## config.mk

```make
export PLATFORM = sky130hd
export DESIGN_NAME = terminal_cursor_controller
export DESIGN_NICKNAME = d
export VERILOG_FILES = /design/src/hw/rtl/tcc_pkg.sv /design/src/hw/rtl/terminal_cursor_controller.sv /design/src/hw/rtl/tcc_tab_mem.sv
export SDC_FILE = /design/constraint.sdc
export NUM_CORES = 2
export LEC_CHECK = 0
export ABC_AREA = 1
export BUFFER_PORTS_ARGS = -buffer_cell sky130_fd_sc_hd__buf_4
export CAP_MARGIN = 20
export CORE_MARGIN = 1
export CORE_UTILIZATION = 25
export CTS_BUF_LIST = sky130_fd_sc_hd__clkbuf_8
export DETAILED_ROUTE_END_ITERATION = 12
export SYNTH_ARGS = -nofsm -noshare
export SYNTH_HDL_FRONTEND = slang
export SYNTH_SLANG_ARGS = --single-unit
```

## constraint.sdc

```tcl
create_clock -name clk_i -period 21.6 [get_ports clk_i]
set_input_delay 1.08 -clock clk_i [delete_from_list [all_inputs] [get_ports clk_i]]
set_output_delay 1.08 -clock clk_i [all_outputs]
set_load 0.05 [all_outputs]
```

## src/hw/rtl/tcc_pkg.sv

```systemverilog
// Shared types and codes of the terminal cursor controller.
// No dependencies.
`default_nettype none

package tcc_pkg;

  localparam int unsigned MAX_COLS    = 256;
  localparam int unsigned MAX_ROWS    = 64;
  localparam int unsigned TAB_SPACING = 8;
  localparam int unsigned EV_DEPTH    = 8;

  typedef enum logic [4:0] {
    CMD_PRINT, CMD_CR, CMD_LF, CMD_RLF, CMD_BS, CMD_TAB, CMD_BACKTAB,
    CMD_SETTAB, CMD_CLRTAB, CMD_CLRALLTABS, CMD_MOVETO, CMD_MOVEBY,
    CMD_COL, CMD_ROW, CMD_SAVE, CMD_RESTORE, CMD_REGION, CMD_ORIGIN,
    CMD_ATTR, CMD_RESETTABS
  } cmd_e;

  typedef enum logic [2:0] {
    EV_STATUS, EV_MARK, EV_SCROLL_UP, EV_SCROLL_DN, EV_INSERT, EV_CELL, EV_TAIL
  } ev_kind_e;

  localparam logic [3:0] CFG_COLUMNS   = 4'd0;
  localparam logic [3:0] CFG_ROWS      = 4'd1;
  localparam logic [3:0] CFG_AUTO_WRAP = 4'd2;
  localparam logic [3:0] CFG_INSERT    = 4'd3;

  typedef struct packed {
    ev_kind_e    kind;
    logic [5:0]  row;
    logic [7:0]  col;
    logic [20:0] ch;
    logic [1:0]  width;
  } ev_t;

  function automatic ev_t mk_ev(input ev_kind_e kind, input logic [5:0] row,
                                input logic [7:0] col, input logic [20:0] ch,
                                input logic [1:0] width);
    ev_t e;
    e.kind  = kind;
    e.row   = row;
    e.col   = col;
    e.ch    = ch;
    e.width = width;
    return e;
  endfunction

endpackage

`default_nettype wire

```

## src/hw/rtl/terminal_cursor_controller.sv

```systemverilog
// Terminal cursor controller: command stream in, cell-store event stream out.
// Depends on tcc_pkg and tcc_tab_mem.
//
// Usage:
//  s_axis carries one command per transaction (tuser = cmd). m_axis returns
//  the events it causes, in order, ending with a status item flagged by tlast.
//  cfg writes registers: 0 columns, 1 rows in use, 2 auto wrap, 3 insert mode;
//  higher indexes are ignored. Write configuration only while idle.
//  One command is in flight at a time. After acceptance the command passes
//  the execute state, any tab scan or stop-memory rewrite and the finish
//  state before the first event is offered, and one event follows per cycle
//  while m_axis_tready is high. Tab and back-tab scan the tab-stop memory
//  one column at a time, a read state and a check state per column, since
//  the memory read is registered. Clear-all-tabs, reset-tabs and any change
//  of columns rewrite all MAX_COLS entries of the stop memory, during which
//  no command is accepted. After reset the same pass loads the default stops
//  before s_axis_tready rises. If the receiver stalls, the current event is
//  held and no new command is taken until the status item has gone.
`default_nettype none

module terminal_cursor_controller (
  input  wire logic        clk_i,
  input  wire logic        rst_ni,
  input  wire logic        s_axis_tvalid,
  output logic             s_axis_tready,
  // codepoint[20:0], char_width[22:21], arg_x[31:23], arg_y[38:32],
  // repeat_count[46:39], arg_value[78:47]
  input  wire logic [79:0] s_axis_tdata,
  // cmd[4:0]
  input  wire logic [4:0]  s_axis_tuser,
  output logic             m_axis_tvalid,
  input  wire logic        m_axis_tready,
  // row_index[5:0], col_index[13:6], cell_char[34:14], cell_width[36:35],
  // cell_attr[68:37], wrap_pending[69]
  output logic [71:0]      m_axis_tdata,
  // event_kind[2:0]
  output logic [2:0]       m_axis_tuser,
  output logic             m_axis_tlast,
  input  wire logic        cfg_valid_i,
  output logic             cfg_ready_o,
  input  wire logic [3:0]  cfg_index_i,
  input  wire logic [8:0]  cfg_data_i
);
  import tcc_pkg::*;

  localparam int unsigned CW  = $clog2(MAX_COLS);
  localparam int unsigned CNW = $clog2(MAX_COLS + 1);
  localparam int unsigned RW  = $clog2(MAX_ROWS);
  localparam int unsigned RNW = $clog2(MAX_ROWS + 1);
  localparam int unsigned SXW = ((CNW > 9) ? CNW : 9) + 2;
  localparam int unsigned SYW = ((RNW > 7) ? RNW : 7) + 2;

  localparam logic [2:0] ST_SWEEP   = 3'd0;
  localparam logic [2:0] ST_IDLE    = 3'd1;
  localparam logic [2:0] ST_EXEC    = 3'd2;
  localparam logic [2:0] ST_TAB_RD  = 3'd3;
  localparam logic [2:0] ST_TAB_CHK = 3'd4;
  localparam logic [2:0] ST_FIN     = 3'd5;
  localparam logic [2:0] ST_OUT     = 3'd6;

  logic [2:0]     state_q;
  logic [CNW-1:0] cols_q;
  logic [RNW-1:0] rows_q;
  logic           aw_q, ins_q;
  logic [CW-1:0]  col_q;
  logic [RW-1:0]  row_q;
  logic           wrap_q, orig_q;
  logic [RW-1:0]  rt_q, rb_q;
  logic [31:0]    attr_q;
  logic [CW-1:0]  sv_col_q;
  logic [RW-1:0]  sv_row_q;
  logic [31:0]    sv_attr_q;
  logic           sv_orig_q;
  logic [7:0]     rem_q;
  logic           dir_back_q;
  logic [CW-1:0]  sw_q;
  logic           sw_patt_q, sw_cmd_q;
  logic [2:0]     n_q, idx_q;

  logic [4:0]        cmd_q;
  logic [20:0]       cp_q;
  logic [1:0]        cw_q;
  logic signed [8:0] ax_q;
  logic signed [6:0] ay_q;
  logic [7:0]        rc_q;
  logic [31:0]       av_q;

  ev_t buf_q [EV_DEPTH];

  logic           s_fire, m_fire, cfg_fire;
  logic [CW-1:0]  colsm1;
  logic [RW-1:0]  rowsm1;
  logic [CNW-1:0] cfg_cols;
  logic [RNW-1:0] cfg_rows;
  logic           cols_change, rows_change;

  logic          mem_we, mem_wdata, tab_bit;
  logic [CW-1:0] mem_waddr, mem_raddr;

  ev_t           pr_ev [EV_DEPTH];
  logic [3:0]    pr_n;
  logic [CW-1:0] pr_col;
  logic [RW-1:0] pr_row;
  logic          pr_wrap;
  logic [RW-1:0] reg_rt, reg_rb;
  ev_t           out_ev;

  function automatic logic signed [SXW-1:0] clx(input logic signed [SXW-1:0] v,
                                                 input logic signed [SXW-1:0] hi);
    if (v < 0) return '0;
    if (v > hi) return hi;
    return v;
  endfunction

  function automatic logic signed [SYW-1:0] cly(input logic signed [SYW-1:0] v,
                                                 input logic signed [SYW-1:0] lo,
                                                 input logic signed [SYW-1:0] hi);
    if (v < lo) return lo;
    if (v > hi) return hi;
    return v;
  endfunction

  assign s_axis_tready = (state_q == ST_IDLE) && !cfg_valid_i;
  assign cfg_ready_o   = 1'b1;
  assign s_fire        = s_axis_tvalid && s_axis_tready;
  assign cfg_fire      = cfg_valid_i && cfg_ready_o;
  assign m_fire        = m_axis_tvalid && m_axis_tready;

  assign colsm1 = CW'(cols_q - CNW'(1));
  assign rowsm1 = RW'(rows_q - RNW'(1));

  always_comb begin
    if (cfg_data_i == 9'd0) begin
      cfg_cols = CNW'(1);
    end else if (32'(cfg_data_i) > MAX_COLS) begin
      cfg_cols = CNW'(MAX_COLS);
    end else begin
      cfg_cols = CNW'(cfg_data_i);
    end
    if (cfg_data_i[6:0] == 7'd0) begin
      cfg_rows = RNW'(1);
    end else if (32'(cfg_data_i[6:0]) > MAX_ROWS) begin
      cfg_rows = RNW'(MAX_ROWS);
    end else begin
      cfg_rows = RNW'(cfg_data_i[6:0]);
    end
  end

  assign cols_change = cfg_fire && (cfg_index_i == CFG_COLUMNS) && (cfg_cols != cols_q);
  assign rows_change = cfg_fire && (cfg_index_i == CFG_ROWS) && (cfg_rows != rows_q);

  // print, line-feed and reverse line-feed events, computed in the execute cycle
  always_comb begin
    logic signed [SXW-1:0] x, wx, colsx;
    logic [RW-1:0]         y;
    logic                  wf;
    logic [1:0]            w;
    for (int i = 0; i < EV_DEPTH; i++) begin
      pr_ev[i] = '0;
    end
    pr_n  = '0;
    x     = $signed(SXW'(col_q));
    colsx = $signed(SXW'(cols_q));
    y     = row_q;
    wf    = wrap_q;
    w     = (cw_q == 2'd3) ? 2'd1 : cw_q;
    wx    = $signed(SXW'(w));
    case (cmd_q)
      CMD_PRINT: begin
        if (w != 2'd0) begin
          if (wf && aw_q) begin
            pr_ev[pr_n[2:0]] = mk_ev(EV_MARK, 6'(y), 8'd0, 21'd0, 2'd0);
            pr_n = pr_n + 4'd1;
            x  = '0;
            wf = 1'b0;
            if (y == rb_q) begin
              pr_ev[pr_n[2:0]] = mk_ev(EV_SCROLL_UP, 6'(rt_q), 8'(rb_q), 21'd0, 2'd0);
              pr_n = pr_n + 4'd1;
            end else if (y < rowsm1) begin
              y = y + RW'(1);
            end
          end
          if (x + wx > colsx) begin
            if (!aw_q) begin
              x = colsx - wx;
            end else begin
              pr_ev[pr_n[2:0]] = mk_ev(EV_MARK, 6'(y), 8'd0, 21'd0, 2'd0);
              pr_n = pr_n + 4'd1;
              x  = '0;
              wf = 1'b0;
              if (y == rb_q) begin
                pr_ev[pr_n[2:0]] = mk_ev(EV_SCROLL_UP, 6'(rt_q), 8'(rb_q), 21'd0, 2'd0);
                pr_n = pr_n + 4'd1;
              end else if (y < rowsm1) begin
                y = y + RW'(1);
              end
            end
          end
          if (x < 0) begin
            x = '0;
          end
          if (ins_q) begin
            pr_ev[pr_n[2:0]] = mk_ev(EV_INSERT, 6'(y), 8'(x), 21'd0, w);
            pr_n = pr_n + 4'd1;
          end
          pr_ev[pr_n[2:0]] = mk_ev(EV_CELL, 6'(y), 8'(x), cp_q, w);
          pr_n = pr_n + 4'd1;
          if (w == 2'd2 && x + SXW'(1) < colsx) begin
            pr_ev[pr_n[2:0]] = mk_ev(EV_TAIL, 6'(y), 8'(x + SXW'(1)), 21'd0, 2'd0);
            pr_n = pr_n + 4'd1;
          end
          x = x + wx;
          if (x >= colsx) begin
            x  = colsx - SXW'(1);
            wf = 1'b1;
          end
        end
      end
      CMD_LF: begin
        if (row_q == rb_q) begin
          pr_ev[0] = mk_ev(EV_SCROLL_UP, 6'(rt_q), 8'(rb_q), 21'd0, 2'd0);
          pr_n = 4'd1;
        end
      end
      CMD_RLF: begin
        if (row_q == rt_q) begin
          pr_ev[0] = mk_ev(EV_SCROLL_DN, 6'(rt_q), 8'(rb_q), 21'd0, 2'd0);
          pr_n = 4'd1;
        end
      end
      default: ;
    endcase
    pr_col  = CW'(x);
    pr_row  = y;
    pr_wrap = wf;
  end

  // scroll region command
  always_comb begin
    if (ax_q >= ay_q) begin
      reg_rt = '0;
      reg_rb = rowsm1;
    end else begin
      reg_rt = RW'(clx(SXW'(ax_q), $signed(SXW'(rowsm1))));
      reg_rb = RW'(cly(SYW'(ay_q), $signed(SYW'(reg_rt)), $signed(SYW'(rowsm1))));
    end
  end

  // tab memory port selection
  always_comb begin
    mem_we    = 1'b0;
    mem_waddr = col_q;
    mem_wdata = 1'b0;
    mem_raddr = dir_back_q ? (col_q - CW'(1)) : (col_q + CW'(1));
    if (state_q == ST_SWEEP) begin
      mem_we    = 1'b1;
      mem_waddr = sw_q;
      mem_wdata = sw_patt_q && ((sw_q % TAB_SPACING) == 0) && (sw_q != '0)
                  && (CNW'(sw_q) < cols_q);
    end else if (state_q == ST_EXEC && (cmd_q == CMD_SETTAB || cmd_q == CMD_CLRTAB)) begin
      mem_we    = 1'b1;
      mem_wdata = (cmd_q == CMD_SETTAB);
    end
  end

  tcc_tab_mem #(
    .DEPTH (MAX_COLS),
    .AW    (CW)
  ) u_tab_mem (
    .clk_i   (clk_i),
    .we_i    (mem_we),
    .waddr_i (mem_waddr),
    .wdata_i (mem_wdata),
    .raddr_i (mem_raddr),
    .rdata_o (tab_bit)
  );

  always_ff @(posedge clk_i) begin
    if (s_fire) begin
      cmd_q <= s_axis_tuser;
      cp_q  <= s_axis_tdata[20:0];
      cw_q  <= s_axis_tdata[22:21];
      ax_q  <= s_axis_tdata[31:23];
      ay_q  <= s_axis_tdata[38:32];
      rc_q  <= s_axis_tdata[46:39];
      av_q  <= s_axis_tdata[78:47];
    end
    if (state_q == ST_EXEC) begin
      for (int i = 0; i < EV_DEPTH; i++) begin
        buf_q[i] <= pr_ev[i];
      end
    end
    if (state_q == ST_FIN) begin
      buf_q[n_q] <= mk_ev(EV_STATUS, 6'(row_q), 8'(col_q), 21'd0, 2'd0);
    end
  end

  always_ff @(posedge clk_i or negedge rst_ni) begin
    if (!rst_ni) begin
      state_q    <= ST_SWEEP;
      cols_q     <= CNW'(80);
      rows_q     <= RNW'(24);
      aw_q       <= 1'b1;
      ins_q      <= 1'b0;
      col_q      <= '0;
      row_q      <= '0;
      wrap_q     <= 1'b0;
      orig_q     <= 1'b0;
      rt_q       <= '0;
      rb_q       <= RW'(23);
      attr_q     <= '0;
      sv_col_q   <= '0;
      sv_row_q   <= '0;
      sv_attr_q  <= '0;
      sv_orig_q  <= 1'b0;
      rem_q      <= '0;
      dir_back_q <= 1'b0;
      sw_q       <= '0;
      sw_patt_q  <= 1'b1;
      sw_cmd_q   <= 1'b0;
      n_q        <= '0;
      idx_q      <= '0;
    end else begin
      case (state_q)
        ST_SWEEP: begin
          sw_q <= sw_q + CW'(1);
          if (sw_q == CW'(MAX_COLS - 1)) begin
            state_q  <= sw_cmd_q ? ST_FIN : ST_IDLE;
            sw_cmd_q <= 1'b0;
          end
        end
        ST_IDLE: begin
          if (s_fire) begin
            state_q <= ST_EXEC;
          end
        end
        ST_EXEC: begin
          n_q     <= pr_n[2:0];
          state_q <= ST_FIN;
          case (cmd_q)
            CMD_PRINT: begin
              col_q  <= pr_col;
              row_q  <= pr_row;
              wrap_q <= pr_wrap;
            end
            CMD_CR: begin
              col_q  <= '0;
              wrap_q <= 1'b0;
            end
            CMD_LF: begin
              wrap_q <= 1'b0;
              if (row_q != rb_q && row_q < rowsm1) begin
                row_q <= row_q + RW'(1);
              end
            end
            CMD_RLF: begin
              wrap_q <= 1'b0;
              if (row_q != rt_q && row_q != '0) begin
                row_q <= row_q - RW'(1);
              end
            end
            CMD_BS: begin
              wrap_q <= 1'b0;
              if (col_q != '0) begin
                col_q <= col_q - CW'(1);
              end
            end
            CMD_TAB, CMD_BACKTAB: begin
              rem_q      <= (rc_q == 8'd0) ? 8'd1 : rc_q;
              dir_back_q <= (cmd_q == CMD_BACKTAB);
              if (cmd_q == CMD_TAB) begin
                wrap_q <= 1'b0;
              end
              state_q <= ST_TAB_RD;
            end
            CMD_SETTAB, CMD_CLRTAB: ;
            CMD_CLRALLTABS, CMD_RESETTABS: begin
              sw_q      <= '0;
              sw_patt_q <= (cmd_q == CMD_RESETTABS);
              sw_cmd_q  <= 1'b1;
              state_q   <= ST_SWEEP;
            end
            CMD_MOVETO, CMD_COL, CMD_ROW: begin
              wrap_q <= 1'b0;
              if (cmd_q != CMD_ROW) begin
                col_q <= CW'(clx(SXW'(ax_q), $signed(SXW'(colsm1))));
              end
              if (cmd_q != CMD_COL) begin
                row_q <= RW'(cly(SYW'(ay_q) + $signed(SYW'(orig_q ? rt_q : '0)),
                                 $signed(SYW'(orig_q ? rt_q : '0)),
                                 $signed(SYW'(orig_q ? rb_q : rowsm1))));
              end
            end
            CMD_MOVEBY: begin
              wrap_q <= 1'b0;
              col_q  <= CW'(clx($signed(SXW'(col_q)) + SXW'(ax_q), $signed(SXW'(colsm1))));
              row_q  <= RW'(cly($signed(SYW'(row_q)) + SYW'(ay_q),
                                $signed(SYW'((row_q >= rt_q) ? rt_q : '0)),
                                $signed(SYW'((row_q <= rb_q) ? rb_q : rowsm1))));
            end
            CMD_SAVE: begin
              sv_col_q  <= col_q;
              sv_row_q  <= row_q;
              sv_attr_q <= attr_q;
              sv_orig_q <= orig_q;
            end
            CMD_RESTORE: begin
              col_q  <= (sv_col_q > colsm1) ? colsm1 : sv_col_q;
              row_q  <= (sv_row_q > rowsm1) ? rowsm1 : sv_row_q;
              attr_q <= sv_attr_q;
              orig_q <= sv_orig_q;
              wrap_q <= 1'b0;
            end
            CMD_REGION: begin
              rt_q   <= reg_rt;
              rb_q   <= reg_rb;
              col_q  <= '0;
              row_q  <= orig_q ? reg_rt : '0;
              wrap_q <= 1'b0;
            end
            CMD_ORIGIN: orig_q <= av_q[0];
            CMD_ATTR:   attr_q <= av_q;
            default: ;
          endcase
        end
        ST_TAB_RD: begin
          if (dir_back_q) begin
            if (col_q <= CW'(1)) begin
              col_q   <= '0;
              state_q <= ST_FIN;
            end else begin
              state_q <= ST_TAB_CHK;
            end
          end else if (CNW'(col_q) + CNW'(1) >= CNW'(colsm1)) begin
            col_q   <= colsm1;
            state_q <= ST_FIN;
          end else begin
            state_q <= ST_TAB_CHK;
          end
        end
        ST_TAB_CHK: begin
          col_q   <= dir_back_q ? (col_q - CW'(1)) : (col_q + CW'(1));
          state_q <= ST_TAB_RD;
          if (tab_bit) begin
            rem_q <= rem_q - 8'd1;
            if (rem_q == 8'd1) begin
              state_q <= ST_FIN;
            end
          end
        end
        ST_FIN: begin
          idx_q   <= '0;
          state_q <= ST_OUT;
        end
        ST_OUT: begin
          if (m_fire) begin
            if (out_ev.kind == EV_STATUS) begin
              state_q <= ST_IDLE;
            end else begin
              idx_q <= idx_q + 3'd1;
            end
          end
        end
        default: state_q <= ST_IDLE;
      endcase

      // configuration applies last; user writes only idle/sweeping, not enforced
      if (cfg_fire) begin
        case (cfg_index_i)
          CFG_COLUMNS: begin
            if (cols_change) begin
              cols_q <= cfg_cols;
              wrap_q <= 1'b0;
              if (CNW'(col_q) >= cfg_cols) begin
                col_q <= CW'(cfg_cols - CNW'(1));
              end
              sw_q      <= '0;
              sw_patt_q <= 1'b1;
              state_q   <= ST_SWEEP;
            end
          end
          CFG_ROWS: begin
            if (rows_change) begin
              rows_q <= cfg_rows;
              wrap_q <= 1'b0;
              if (RNW'(row_q) >= cfg_rows) begin
                row_q <= RW'(cfg_rows - RNW'(1));
              end
              rt_q <= '0;
              rb_q <= RW'(cfg_rows - RNW'(1));
            end
          end
          CFG_AUTO_WRAP: aw_q  <= cfg_data_i[0];
          CFG_INSERT:    ins_q <= cfg_data_i[0];
          default: ;
        endcase
      end
    end
  end

  assign out_ev        = buf_q[idx_q];
  assign m_axis_tvalid = (state_q == ST_OUT);
  assign m_axis_tuser  = out_ev.kind;
  assign m_axis_tlast  = (out_ev.kind == EV_STATUS);
  assign m_axis_tdata  = {2'b00, wrap_q, attr_q, out_ev.width, out_ev.ch,
                          out_ev.col, out_ev.row};

endmodule

`default_nettype wire

```

## src/hw/rtl/tcc_tab_mem.sv

```systemverilog
// Tab-stop bit memory: one write port, one read port, registered read.
// No dependencies.
`default_nettype none

module tcc_tab_mem #(
  parameter int unsigned DEPTH = 256,
  parameter int unsigned AW    = 8
) (
  input  wire logic          clk_i,
  input  wire logic          we_i,
  input  wire logic [AW-1:0] waddr_i,
  input  wire logic          wdata_i,
  input  wire logic [AW-1:0] raddr_i,
  output logic               rdata_o
);

  logic mem [DEPTH];

  always_ff @(posedge clk_i) begin
    if (we_i) begin
      mem[waddr_i] <= wdata_i;
    end
    rdata_o <= mem[raddr_i];
  end

endmodule

`default_nettype wire

```

==> results.sh <==
export IMPL_crit_top_cell="nand2_1"
export IMPL_die_h_microns=435
export IMPL_drc=0
export IMPL_vias_per_cell=4.95
export IMPL_setup_worst_path_start="aw_q"
export IMPL_postSynthAreaPerCell_sq_um=7.82
export IMPL_reg2reg_depth=39
export IMPL_synth_enable_flop_cells=452
export IMPL_cts_repair_resize_count=0
export IMPL_antenna_found_initial=7
export IMPL_grt_util_met2_pct=28.6
export IMPL_grt_met1_usage_pct=22.1
export IMPL_grt_max_degree=118
export IMPL_critical_path_slowest_cell="dfstp_2"
export IMPL_dr_pass1_iters=6
export IMPL_die_x_microns=435
export IMPL_final_setup_tns_ns=0
export IMPL_busiest_layer="met2"
export IMPL_cpPeakStageDelay_ns=0.60
export IMPL_postcts_setup_bufs=0
export IMPL_fin_worst_skew_ns=0.0593
export IMPL_power_ir_vdd_worst_uv=87.0
export IMPL_ys_async_sr_fraction_pct=18.8
export IMPL_synthesized_instance_count=5994
export IMPL_setup_violations_final=0
export IMPL_final_antenna_net_count=0
export IMPL_timing_rr_start="aw_q"
export IMPL_reg2reg_to="buf_q[0][32]"
export IMPL_cts_buf_count=155
export IMPL_data_arrival_time_of_the_critical_path_ns=9.21
export IMPL_critPathKind="reg -> reg"
export IMPL_relSlewSlack_pct=25.8
export IMPL_finalNonFillerCells=8719
export IMPL_synth_yosys_seq_area_share_pct=46.0
export IMPL_design_final_nets=6415
export IMPL_insertion_delay_ns=0.91
export IMPL_worstPathRequired_ns=22.25
export IMPL_floorplan_core_area_sq_mm=0.186
export IMPL_globalRouteMet3Util_pct=2.97
export IMPL_hp_class="in -> async"
export IMPL_via_count=43200
export IMPL_clock_path_buffers=3
export IMPL_yosysWarnings=0
export IMPL_power_density_mw_per_mm2=130
export IMPL_floorplan_die_area_sq_mm=0.189
export IMPL_cts_root_buf="clkbuf_8"
export IMPL_wirelength_mm=169
export IMPL_tritoncts_clock_tree="yes"
export IMPL_yosysUniqueCellTypes=72
export IMPL_final_layout_size_suffix_gt1_share_pct=10.3
export IMPL_mappedNetlistArea_sq_mm=0.0469
export IMPL_worst_path_buf_inv=6
export IMPL_port_buffer_count=177
export IMPL_run_status="complete, no violations"
export IMPL_synthFlopType="edfxtp_1"
export IMPL_vias_in_the_first_global_route=40700
export IMPL_area_growth_pct=15.3
export IMPL_maximum_achievable_frequency_ghz=0.117
export IMPL_dpl_cell_count=8426
export IMPL_clk_transition_reported_paths_ns=0.05
export IMPL_rsz_0062_raised_after_global_routing="no"
export IMPL_avgRoutedWirePerCell_microns=19.4
export IMPL_initialDrtViolationCount=4333
export IMPL_yosys_register_bits=814
export IMPL_postCtsHoldBufs=0
export IMPL_congestion_overflow_gr=0
export IMPL_gp_congestion=0.970
export IMPL_grt_first_pass_wirelength_mm=252
export IMPL_finalHoldViolCount=0
export IMPL_static_leakage_power_nw=22.8
export IMPL_critical_path_cell_count=39
export IMPL_worst_r2r_setup_slack_ns=13.04
export IMPL_critical_path_top_delay_family="simple AND/OR/NAND/NOR gates"
export IMPL_row_count=158
export IMPL_design_portCount=182
export IMPL_category_of_the_worst_setup_path_launch_point="flop"
export IMPL_cp_end_kind="flop"
export IMPL_transition_at_the_pin_with_the_smallest_max_transition_slack_ns=1.11
export IMPL_period_minus_slack_ns=8.56
export IMPL_maxSlewViolCount=0
export IMPL_start_util_pct=25.2
export IMPL_grt_util_all_layers_pct=17.3
export IMPL_final_period_utilization_pct=39.6
export IMPL_htree_levels=4
export IMPL_worst_setup_path_endpoint="buf_q[0][32]"
export IMPL_dp_final_hpwl_mm=113
export IMPL_worst_path_max_fanout=22
export IMPL_drv_max_cap_violation_count=0
export IMPL_clock_sinks=814
per-stage QoR:
stage	worst slack, ns	power, mW	util (%)	area (sq um)	hold WS, ns
after detailed placement	13.06	5.45	27.4	50800	0.440
after global routing	12.40	7.51	29.1	54100	0.0848
after floorplan	7.48	4.28	-	46900	0.421
after CTS	13.02	7.05	29.1	54000	0.0536
final	13.04	7.05	29.1	54100	0.137
after global placement	13.15	5.39	27.3	50800	0.433
cell usage after synthesis (11+ instances only):
library cell	instances	share of area [%]
a211oi_1	14	0.22
a21oi_1	289	3.1
a31oi_1	94	1.3
buf_1	24	0.19
buf_2	28	0.30
buf_4	15	0.24
clkbuf_1	249	2.0
clkinv_1	14	0.11
dfrtp_1	143	7.6
dfxtp_1	209	8.9
edfxtp_1	452	29
ha_1	201	5.4
inv_1	501	4.0
inv_2	18	0.14
mux2_2	31	0.74
nand2_1	1652	13
nand2_2	17	0.23
nand3_1	312	3.3
nand3_2	13	0.28
nand3b_1	11	0.18
nand4_1	81	1.1
nor2_1	688	5.5
nor3_1	28	0.30
o211ai_1	39	0.62
o21ai_0	438	4.7
o21ai_1	56	0.60
o22ai_1	136	1.8
o32ai_1	23	0.43
xnor2_1	11	0.21
xor2_1	63	1.2
registers in the layout, indices dropped and copies added, names as in the netlist, 5 cells and up:
register / count
u_tab_mem.mem: 256
row_q: 6
rt_q: 6
cp_q: 21
av_q: 32
cols_q: 9
ax_q: 9
sv_row_q: 6
rb_q: 6
sv_attr_q: 32
rem_q: 8
buf_q: 320
sw_q: 8
sv_col_q: 8
attr_q: 32
ay_q: 7
cmd_q: 5
rc_q: 8
col_q: 8
rows_q: 7
cells in the final DEF (no fill, tap or decap), types with 140 or more instances in the layout:
master,n
dfxtp_1,209
clkbuf_8,175
dfrtp_1,140
nand3_1,312
o21ai_0,437
ha_1,201
nand2_1,1652
nor2_1,680
buf_4,266
edfxtp_1,452
inv_1,546
a21oi_1,288
power by group:
| group | total [mW] | internal [mW] | leakage, nW | switching [mW] |
|---|---|---|---|---|
| clock network | 1.58 | 0.856 | 1.83 | 0.728 |
| logic | 3.44 | 0.929 | 12.9 | 2.51 |
| registers | 2.02 | 1.86 | 8.00 | 0.166 |
| total | 7.05 | 3.64 | 22.8 | 3.41 |
final cells by class:
| type | count | area [sq um] |
|---|---|---|
| antenna | 6 | 15.0 |
| clock buffer | 174 | 2390 |
| clock inverter | 111 | 801 |
| fill | 19900 | 132000 |
| inverter | 534 | 2020 |
| multi-input combinational | 4330 | 22100 |
| sequential | 814 | 21600 |
| tap | 2480 | 3100 |
| timing repair buffer | 270 | 2060 |
how the worst min path moves through the flow:
stage	from	to	slack [ns]	cells past startpoint
finish	rst_ni	sv_attr_q[5]	0.14	1
global route	rst_ni	sv_attr_q[5]	0.08	1
CTS	rst_ni	sv_attr_q[8]	0.05	1
detailed placement	buf_q[0][8]	buf_q[0][8]	0.44	2
global placement	buf_q[0][7]	buf_q[0][7]	0.43	2
floorplan	buf_q[2][38]	buf_q[2][38]	0.42	2
cell families (layout without fill, tap and decap cells):
family / after synthesis / after routing / synth area share, %
compound gates: 1163 / 1163 / 14.1
buf+inv: 851 / 1089 / 7.03
other cells: 2 / 9 / 0.0160
simple gates: 2848 / 2848 / 25.0
mux: 35 / 35 / 0.830
fa+ha+maj: 207 / 207 / 5.62
xor+xnor: 74 / 74 / 1.38
flops: 814 / 814 / 46.0
layer usage:
layer / part of all wire, % / wire (microns)
met3: 6.9 / 11600
met5: 0.0065 / 11
met1: 42 / 70700
met2: 47 / 79500
met4: 4.1 / 6910
No activity file was read; power rests on OpenSTA's default activity.
